`src/hdl/spq_pkg.sv`:
```
`timescale 1ns / 1ps
`default_nettype none
// ----------------------------------------------------------------------------
// spq_pkg: shared types and codes of the stable priority queue
// Entry and per-cycle control types seen by every cell, request and
// status codes.
// ----------------------------------------------------------------------------
package spq_pkg;

    localparam int TAG_W  = 16;
    localparam int PRIO_W = 8;
    localparam int OCC_W  = 6;
    localparam int STAT_W = 2;

    // request kinds (s_tuser)
    localparam logic ACTION_PUSH = 1'b0;
    localparam logic ACTION_POP  = 1'b1;

    // result status codes (m_tuser)
    localparam logic [STAT_W-1:0] STATUS_OK    = 2'd0;
    localparam logic [STAT_W-1:0] STATUS_EMPTY = 2'd1;
    localparam logic [STAT_W-1:0] STATUS_FULL  = 2'd2;

    typedef struct packed {
        logic [TAG_W-1:0]  tag;
        logic [PRIO_W-1:0] prio;
    } spq_entry_t;

    // broadcast to all cells each cycle
    typedef struct packed {
        logic       push;   // insert entry in sorted place
        logic       pop;    // shift whole row toward the head
        spq_entry_t entry;  // entry being pushed
    } spq_ctrl_t;

endpackage
`default_nettype wire

```
`src/hdl/spq_cell.sv`:
```
`timescale 1ns / 1ps
`default_nettype none
// ----------------------------------------------------------------------------
// spq_cell: one slot of the sorted entry row
// Keeps its entry, takes the pushed entry or its upstream neighbor's on an
// insert, or its downstream neighbor's on a pop.
// ----------------------------------------------------------------------------
module spq_cell #(
    parameter int COUNT_W    = 6,
    parameter int CELL_INDEX = 0
) (
    input  wire                 aclk,
    input  spq_pkg::spq_ctrl_t  ctrl,
    input  wire [COUNT_W-1:0]   count,
    input  spq_pkg::spq_entry_t prev_entry,
    input  wire                 prev_keep,
    input  spq_pkg::spq_entry_t next_entry,
    output logic                keep,
    output spq_pkg::spq_entry_t entry
);

    spq_pkg::spq_entry_t entry_reg;
    spq_pkg::spq_entry_t entry_next;
    logic                occupied;

    always_comb begin
        occupied = (COUNT_W'(CELL_INDEX) < count);
        // equal priority stays ahead: arrival order among ties
        keep     = occupied && (entry_reg.prio >= ctrl.entry.prio);
        entry_next = entry_reg;
        if (ctrl.pop) begin
            entry_next = next_entry;
        end else if (ctrl.push && !keep) begin
            entry_next = prev_keep ? ctrl.entry : prev_entry;
        end
    end

    always_ff @(posedge aclk) begin
        entry_reg <= entry_next;
    end

    assign entry = entry_reg;

endmodule
`default_nettype wire

```
`src/hdl/stable_priority_queue_unit.sv`:
```
// A result is registered and appears on m_* in the cycle after its request is accepted.
// Throughput: one request per cycle; every cell compares and shifts in the
// same cycle, and a new request is taken in the cycle that the waiting result
// drains. A stalled result holds s_tready low. Reset (aresetn low, synchronous)
// empties the queue and drops a pending result; the entry cells are not cleared.
`timescale 1ns / 1ps
`default_nettype none
// ----------------------------------------------------------------------------
// stable_priority_queue_unit: priority task queue, FIFO among equal priority
// Row of QUEUE_SLOTS-1 cells kept sorted by priority (descending) and by
// arrival among ties. Push inserts in place, pop takes the head.
// ----------------------------------------------------------------------------
module stable_priority_queue_unit #(
    parameter int QUEUE_SLOTS = 64
) (
    input  wire         aclk,
    input  wire         aresetn,
    // request channel
    input  wire         s_tvalid,
    output logic        s_tready,
    input  wire  [23:0] s_tdata,   // [15:0] task_tag, [23:16] task_priority
    input  wire         s_tuser,   // [0] action: 0 push, 1 pop
    // result channel
    output logic        m_tvalid,
    input  wire         m_tready,
    output logic [31:0] m_tdata,   // [15:0] out_tag, [23:16] out_priority,
                                   // [29:24] occupancy, [31:30] zero
    output logic [1:0]  m_tuser    // [1:0] status
);

    localparam int CAPACITY = QUEUE_SLOTS - 1;
    localparam int COUNT_W  = $clog2(QUEUE_SLOTS);

    // ------------------------------------------------------------------
    // request decode
    // ------------------------------------------------------------------
    logic                s_accept;
    logic                is_pop;
    logic                full;
    logic                empty;
    spq_pkg::spq_entry_t req_entry;
    spq_pkg::spq_ctrl_t  ctrl;

    logic [COUNT_W-1:0]  count_reg;
    logic [COUNT_W-1:0]  count_next;

    // output register
    logic                               out_valid_reg;
    logic [spq_pkg::STAT_W-1:0]         out_status_reg;
    logic [spq_pkg::STAT_W-1:0]         out_status_next;
    spq_pkg::spq_entry_t                out_entry_reg;
    spq_pkg::spq_entry_t                out_entry_next;
    logic [spq_pkg::OCC_W-1:0]          out_occ_reg;

    // cell row
    spq_pkg::spq_entry_t entry_bus      [CAPACITY];
    spq_pkg::spq_entry_t prev_entry_bus [CAPACITY];
    spq_pkg::spq_entry_t next_entry_bus [CAPACITY];
    logic                keep_bus       [CAPACITY];
    logic                prev_keep_bus  [CAPACITY];

    // output slot is free when empty or being drained this cycle
    assign s_tready = !out_valid_reg || m_tready;
    assign s_accept = s_tvalid && s_tready;

    assign is_pop         = (s_tuser == spq_pkg::ACTION_POP);
    assign full           = (count_reg == COUNT_W'(CAPACITY));
    assign empty          = (count_reg == '0);
    assign req_entry.tag  = s_tdata[15:0];
    assign req_entry.prio = s_tdata[23:16];

    always_comb begin
        ctrl.entry = req_entry;
        ctrl.push  = s_accept && !is_pop && !full;
        ctrl.pop   = s_accept && is_pop && !empty;

        count_next = count_reg;
        if (ctrl.push) begin
            count_next = count_reg + COUNT_W'(1);
        end else if (ctrl.pop) begin
            count_next = count_reg - COUNT_W'(1);
        end

        // result fields; tag and priority only on a served pop
        out_status_next = spq_pkg::STATUS_OK;
        out_entry_next  = '0;
        if (is_pop) begin
            if (empty) begin
                out_status_next = spq_pkg::STATUS_EMPTY;
            end else begin
                out_entry_next = entry_bus[0];   // head is the best entry
            end
        end else if (full) begin
            out_status_next = spq_pkg::STATUS_FULL;
        end
    end

    always_ff @(posedge aclk) begin
        if (!aresetn) begin
            count_reg     <= '0;
            out_valid_reg <= 1'b0;
        end else begin
            count_reg <= count_next;
            if (s_accept) begin
                out_valid_reg <= 1'b1;
            end else if (m_tready) begin
                out_valid_reg <= 1'b0;
            end
        end
    end

    // payload, no reset
    always_ff @(posedge aclk) begin
        if (s_accept) begin
            out_status_reg <= out_status_next;
            out_entry_reg  <= out_entry_next;
            out_occ_reg    <= spq_pkg::OCC_W'(count_next);  // count modulo 64
        end
    end

    assign m_tvalid = out_valid_reg;
    assign m_tuser  = out_status_reg;
    assign m_tdata  = {2'b00, out_occ_reg, out_entry_reg.prio, out_entry_reg.tag};

    // ------------------------------------------------------------------
    // sorted cell row: cell 0 is the head
    // ------------------------------------------------------------------
    for (genvar i = 0; i < CAPACITY; i++) begin : g_cell
        if (i == 0) begin : g_head
            assign prev_keep_bus[i]  = 1'b1;
            assign prev_entry_bus[i] = req_entry;
        end else begin : g_body
            assign prev_keep_bus[i]  = keep_bus[i-1];
            assign prev_entry_bus[i] = entry_bus[i-1];
        end
        if (i == CAPACITY - 1) begin : g_tail
            // past the tail: content beyond count is never read
            assign next_entry_bus[i] = req_entry;
        end else begin : g_mid
            assign next_entry_bus[i] = entry_bus[i+1];
        end

        spq_cell #(
            .COUNT_W    (COUNT_W),
            .CELL_INDEX (i)
        ) u_cell (
            .aclk       (aclk),
            .ctrl       (ctrl),
            .count      (count_reg),
            .prev_entry (prev_entry_bus[i]),
            .prev_keep  (prev_keep_bus[i]),
            .next_entry (next_entry_bus[i]),
            .keep       (keep_bus[i]),
            .entry      (entry_bus[i])
        );
    end

`ifndef NO_ASSERTIONS
    // count stays within capacity
    a_count_range: assert property (@(posedge aclk) disable iff (!aresetn)
        count_reg <= COUNT_W'(CAPACITY))
        else $error("entry count above capacity");

    // a served pop reports ok on the next cycle
    a_pop_ok: assert property (@(posedge aclk) disable iff (!aresetn)
        s_accept && is_pop && !empty |=> m_tvalid && m_tuser == spq_pkg::STATUS_OK)
        else $error("served pop did not report ok");

    // a rejected push leaves the queue alone
    a_full_hold: assert property (@(posedge aclk) disable iff (!aresetn)
        s_accept && !is_pop && full |=> $stable(count_reg))
        else $error("rejected push changed the count");

    // new head never outranks the entry just popped
    a_head_order: assert property (@(posedge aclk) disable iff (!aresetn)
        s_accept && is_pop && count_reg > COUNT_W'(1)
        |=> entry_bus[0].prio <= m_tdata[23:16])
        else $error("row not sorted after pop");
`endif

endmodule
`default_nettype wire
```
`config.mk`:
```
export PLATFORM = sky130hd
export DESIGN_NAME = stable_priority_queue_unit
export DESIGN_NICKNAME = d
export VERILOG_FILES = /design/src/hdl/spq_pkg.sv /design/src/hdl/spq_cell.sv /design/src/hdl/stable_priority_queue_unit.sv
export SDC_FILE = /design/constraint.sdc
export NUM_CORES = 2
export LEC_CHECK = 0
export ABC_CLOCK_PERIOD_IN_PS = 15800
export BUFFER_PORTS_ARGS = -buffer_cell sky130_fd_sc_hd__buf_4
export CAP_MARGIN = 10
export CORE_MARGIN = 8
export CORE_UTILIZATION = 60
export CTS_BUF_LIST = sky130_fd_sc_hd__clkbuf_4 sky130_fd_sc_hd__clkbuf_8
export CTS_CLUSTER_DIAMETER = 80
export DETAILED_ROUTE_END_ITERATION = 16
export GPL_TIMING_DRIVEN = 0
export MAX_ROUTING_LAYER = met4
export PLACE_DENSITY = 0.79
export SYNTH_ARGS = -nofsm -noshare
export SYNTH_HDL_FRONTEND = slang
export SYNTH_HIERARCHICAL = 1
export SYNTH_SLANG_ARGS = --single-unit
```
`constraint.sdc`:
```
create_clock -name aclk -period 15.8 [get_ports aclk]
set_input_delay 0.79 -clock aclk [delete_from_list [all_inputs] [get_ports aclk]]
set_output_delay 0.79 -clock aclk [all_outputs]
set_load 0.005 [all_outputs]
```
Word level (Yosys, flattened, before mapping). Index checks and enable logic that the tools add are counted.

Input port bits: 29. Bits in read-only memories: 0. Memories kept: 0. Bits in registers: 1551. Memory bits (writable): 0. Bits in latches: 0. Output and inout port bits: 36.

Shift-type cells: 0. Bitwise operators: 1. Mux-type cells: 195. Eq/ne operators: 1. Divide/modulo/power cells: 0. Multipliers: 0. $add $sub $neg: 2. Reduce and logical (&&, ||, !) cells: 265. Order comparisons: 126.

Operator list (number): 2-to-1 mux 24 bit (188); >= comparator 8 bit (63); less-than comparator 6 bit (first input constant) (31); logical AND 1 bit (131); nonzero test 2 bit (64); less-than comparator 5 x 6 -> 1 bit (first input constant) (16); logical NOT 1 bit (67); less-than comparator 4 x 6 -> 1 bit (first input constant) (8); less-than comparator 3 x 6 -> 1 bit (first input constant) (4); less-than comparator 1 x 6 -> 1 bit (first input constant) (2); less-than comparator 2 x 6 -> 1 bit (first input constant) (2); 2-to-1 mux 6 bit (2); adder 6 x 1 -> 6 bit (second input constant) (1); == test 6 bit (second input constant) (1); logical NOT 6 bit (1); subtractor 6 x 1 -> 6 bit (second input constant) (1); 2-to-1 mux 2 bit (2); 2-to-1 mux 1 bit (3); OR reduction 2 bit (1); logical OR 1 bit (1); NOT 1 bit (1).

Longest topological paths before layout.
Depth in word-level cells: 8. Mapped depth: 10. Gate-level depth less buffers: 8.

Modules after synthesis. The synthesis kept the hierarchy.

Modules (own cells, without submodules): spq_cell at g_cell[22].u_cell ... (cells an instance 133, times used 5, area an instance 1448.9 um2); spq_cell at g_cell[54].u_cell ... (cells an instance 133, times used 4, area an instance 1445.1 um2); spq_cell at g_cell[28].u_cell ... (cells an instance 133, times used 3, area an instance 1462.7 um2); spq_cell at g_cell[56].u_cell ... (cells an instance 133, times used 3, area an instance 1443.9 um2); spq_cell at g_cell[11].u_cell ... (cells an instance 134, times used 3, area an instance 1440.1 um2); spq_cell at g_cell[10].u_cell ... (cells an instance 133, times used 3, area an instance 1436.4 um2); spq_cell at g_cell[35].u_cell ... (cells an instance 134, times used 3, area an instance 1428.9 um2); spq_cell at g_cell[14].u_cell ... (cells an instance 133, times used 2, area an instance 1461.4 um2); spq_cell at g_cell[41].u_cell ... (cells an instance 134, times used 2, area an instance 1451.4 um2); spq_cell at g_cell[57].u_cell ... (cells an instance 132, times used 2, area an instance 1440.1 um2); spq_cell at g_cell[17].u_cell ... (cells an instance 134, times used 2, area an instance 1437.6 um2); spq_cell at g_cell[33].u_cell ... (cells an instance 132, times used 2, area an instance 1430.1 um2); spq_cell at g_cell[21].u_cell ... (cells an instance 135, times used 2, area an instance 1426.4 um2); spq_cell at g_cell[23].u_cell ... (cells an instance 134, times used 2, area an instance 1426.4 um2); 25 more rows.

Worst setup path after synthesis. Ideal clock, no wire load.

Path kind: flip-flop to flip-flop. Start point: reg count_reg[5]. End point: reg g_cell[3].u_cell.entry_reg, in the netlist g_cell[3].u_cell/entry[0] (enable). Data required time: 15.327 ns. Buffers on the path: 2. Arrival: 10.418 ns. Path slack: 4.909 ns. Stages on the path, launching flop included: 8. Period minus slack after synthesis: 10.891 ns. Cell sequence: dfxtp_1 -> clkbuf_2 -> nand2b_1 -> o41ai_1 -> nor2_1 -> buf_2 -> o21ba_1 -> o41ai_1.

RTL lines: from (decl) (line stable_priority_queue_unit.sv:44) `logic [COUNT_W-1:0] count_reg;`; from (signal assigned) (line stable_priority_queue_unit.sv:103) `count_reg <= count_next;`; to (signal assigned) (line spq_cell.sv:39) `entry_reg <= entry_next;`; to (decl) (line spq_cell.sv:22) `spq_pkg::spq_entry_t entry_reg;`.

==> results.txt <==
- For this configuration, the core starts out at a cell density of 60.3%.
* Launch point of the worst hold path: aresetn
- Overall Power: 14.3 mW
* Setup slack, reg-to-reg: 10.99 ns
- For this run, the total global-route usage over all layers was measured as 30.6%.
- Final hold slack: 0.0995 ns
* First-pass DRT Iterations: 9
- The finished layout holds 11.2k standard cells, fillers aside.
- After clock tree synthesis, the repair step resized 0 gates.
- Status: finished clean
- Instance count along the most critical hold path: 2
- In this run, placement finished with an instance count of 10.7k.
- Number of maximum-capacitance violations: 0
* Count of buffers inserted at the top-level ports: a little over 60
* Initial antenna violation count: 7
- Number of hold-repair buffers added at the cts stage: 0
* CTS max path bufs: 4
* Post-detailed-route DRC marker count: 0
- For the worst setup path, the data arrival time is around 5.4 ns.
- The library cells used most frequently in the layout, excluding fill and tap cells, are sky130_fd_sc_hd__nand2_1 (1555), sky130_fd_sc_hd__edfxtp_1 (1544), sky130_fd_sc_hd__mux2i_1 (1515).
- Critical path capture point type: register
- Maximum clock frequency: 0.208 GHz
* Die Span Y: 409 um
* Crit Path Max Fanout: 32
- Yosys printed 6 warnings.
- DPL Wire Length: 180000 um
- Maximum resistive drop on vdd: slightly above 100 uV
* Pin slew with the least headroom to its limit: 1.26 ns
- Walking the worst path, the cells encountered are buf_16 > inv_1 > ha_1 > nand2b_1 > o41ai_1 > nor2_4 > buf_12 > buf_12 > buf_12 > buf_12 > a21o_1 > a31o_1.
- Clock root buffer master: sky130_fd_sc_hd__clkbuf_8
- Netlist area before placement: between 90000 and 100000 um^2
- Clock tree synthesis found a total of 1551 sinks.
- The congestion estimate from routability-driven global placement came to 0.912.
- Area enclosed by the die boundary: 167000 um^2
- Post-synthesis to final-layout area growth: 10.1%
- Classification of the worst setup path: register to register
- Setup violations, final: 0
- Startpoint of the worst register-to-register path: count_reg[1]$_SDFF_PN0_
- Width of the die: 409 um
- Setup TNS: 0 ns
* Number of buffers created by CTS: 284
- Most common cell after layout, fill and taps aside: sky130_fd_sc_hd__nand2_1
- Slew Viols, Final: 0
- The floorplan has 144 rows.
* Hold Fails Final Rpt: 0
* Total leakage power: ~35 nW
- Entering global routing, the biggest net connects 90 pins.
- In this run the mean area of a mapped cell was between 10 and 15 um^2.
- The post-route netlist has around 10% of its cells at a drive strength greater than 1.
* RSZ-0062 raised after global routing: false
* Buffer count from post-CTS setup fixing: 0
- The worst setup path is launched from a register.
- In this run the worst hold path is classified as input port to register.
- Clock period minus worst slack: 4.81 ns
- Global-route wire length before repair: 402000 um
- Final period util: a little under a third
* Power density cells: 140 nW/um^2
- Measured against its own limit, the worst slew margin works out to 15.9%.
- The via count of the first global-routing pass is 72.7k.
* Overall overflow remaining after global route: 0
- DR iter-0 viols: 7697
- The cell that appears most often on the critical path is sky130_fd_sc_hd__buf_12.
- On the final layout, the worst clock skew is 0.0843 ns.
- Cell at the slowest stage of the critical path: sky130_fd_sc_hd__a31o_1
* Clk_lat worst skew: 1.03 ns
* Clock slew seen by the registers of the worst setup and hold paths: 0.05 ns
- Worst-case reg-to-reg path depth: 12
- Routed Antenna Nets: 0
- Wirelength per Cell: 23.2 um
* Clock tree from TritonCTS: done
* Capturing point of the worst reg2reg path: g_cell[33].u_cell/entry[8]$_DFFE_PP_
- The total area inside the core boundary comes to 154000 um^2.
- Number of nets in the layout: 9501
- Largest stage delay on the critical path: 0.88 ns
- Summed over all layers, the routed wires come to 260000 um.
- Max FFs per register: between 1.5k and 2k
- The layout has 11.5k filler cells.
* Via count: slightly above 70k
* Number of instances in the synthesized netlist: 8571
- In this run the number of H-tree levels came out at 5.
- For hold timing, the worst endpoint is count_reg[1]$_SDFF_PN0_.
* Number of top-level design ports: 65
- Vias per cell: 6.37
* Endpoint required time on the critical path: 16.36 ns
## how the worst max path moves through the flow
stage / start / to / cells past startpoint
floorplan: count_reg[5]$_SDFF_PN0_ / g_cell[3].u_cell/entry[0]$_DFFE_PP_ / 7
global placement: count_reg[5]$_SDFF_PN0_ / g_cell[0].u_cell/entry[18]$_DFFE_PP_ / 7
detailed placement: count_reg[5]$_SDFF_PN0_ / g_cell[33].u_cell/entry[19]$_DFFE_PP_ / 11
CTS: count_reg[5]$_SDFF_PN0_ / g_cell[33].u_cell/entry[8]$_DFFE_PP_ / 11
global route: count_reg[5]$_SDFF_PN0_ / g_cell[35].u_cell/entry[9]$_DFFE_PP_ / 11
finish: count_reg[1]$_SDFF_PN0_ / g_cell[33].u_cell/entry[8]$_DFFE_PP_ / 12
## layer usage
layer	share of wire, %	track usage (%)	wire length, um	vias up
met4	4.7	14.2	12300	0
met1	39	38.2	102000	34401
met2	47	48.9	122000	3945
li1	-	-	-	32113
met3	9.3	5.49	24200	902
met5	0	-	0	-
## cell type report
type	count	area [um^2]	share of cell area, %
timing repair buffer	107	1360	1.33
antenna	8	20.0	0.0196
inverter	542	2030	1.99
clock inverter	89	568	0.556
sequential	1551	46500	45.6
buffer	512	2660	2.61
tap	2044	2560	2.51
multi-input combinational	5967	41600	40.8
clock buffer	386	4710	4.62
## critical path, delay by kind of cell (launching register included)
family	cells	cell delay, ns
buf+inv	6	1.37
simple gates	2	0.81
flops	1	0.74
fa+ha+maj	1	0.23
compound gates	3	1.11
## power by group
group,internal (mW),switching (mW)
clock,2.02,1.69
sequential,6.18,0.894
combinational,1.33,2.20
total,9.53,4.79
## metrics by stage
step	utilization [%]	cell area [um^2]	setup slack [ns]
floorplan	-	92800	4.91
global placement	62.2	95800	-7.43
detailed placement	62.9	96800	11.11
CTS	66.3	102000	11.04
global route	66.3	102000	10.85
finish	66.4	102000	10.99
No activity file was read; power rests on OpenSTA's default activity.
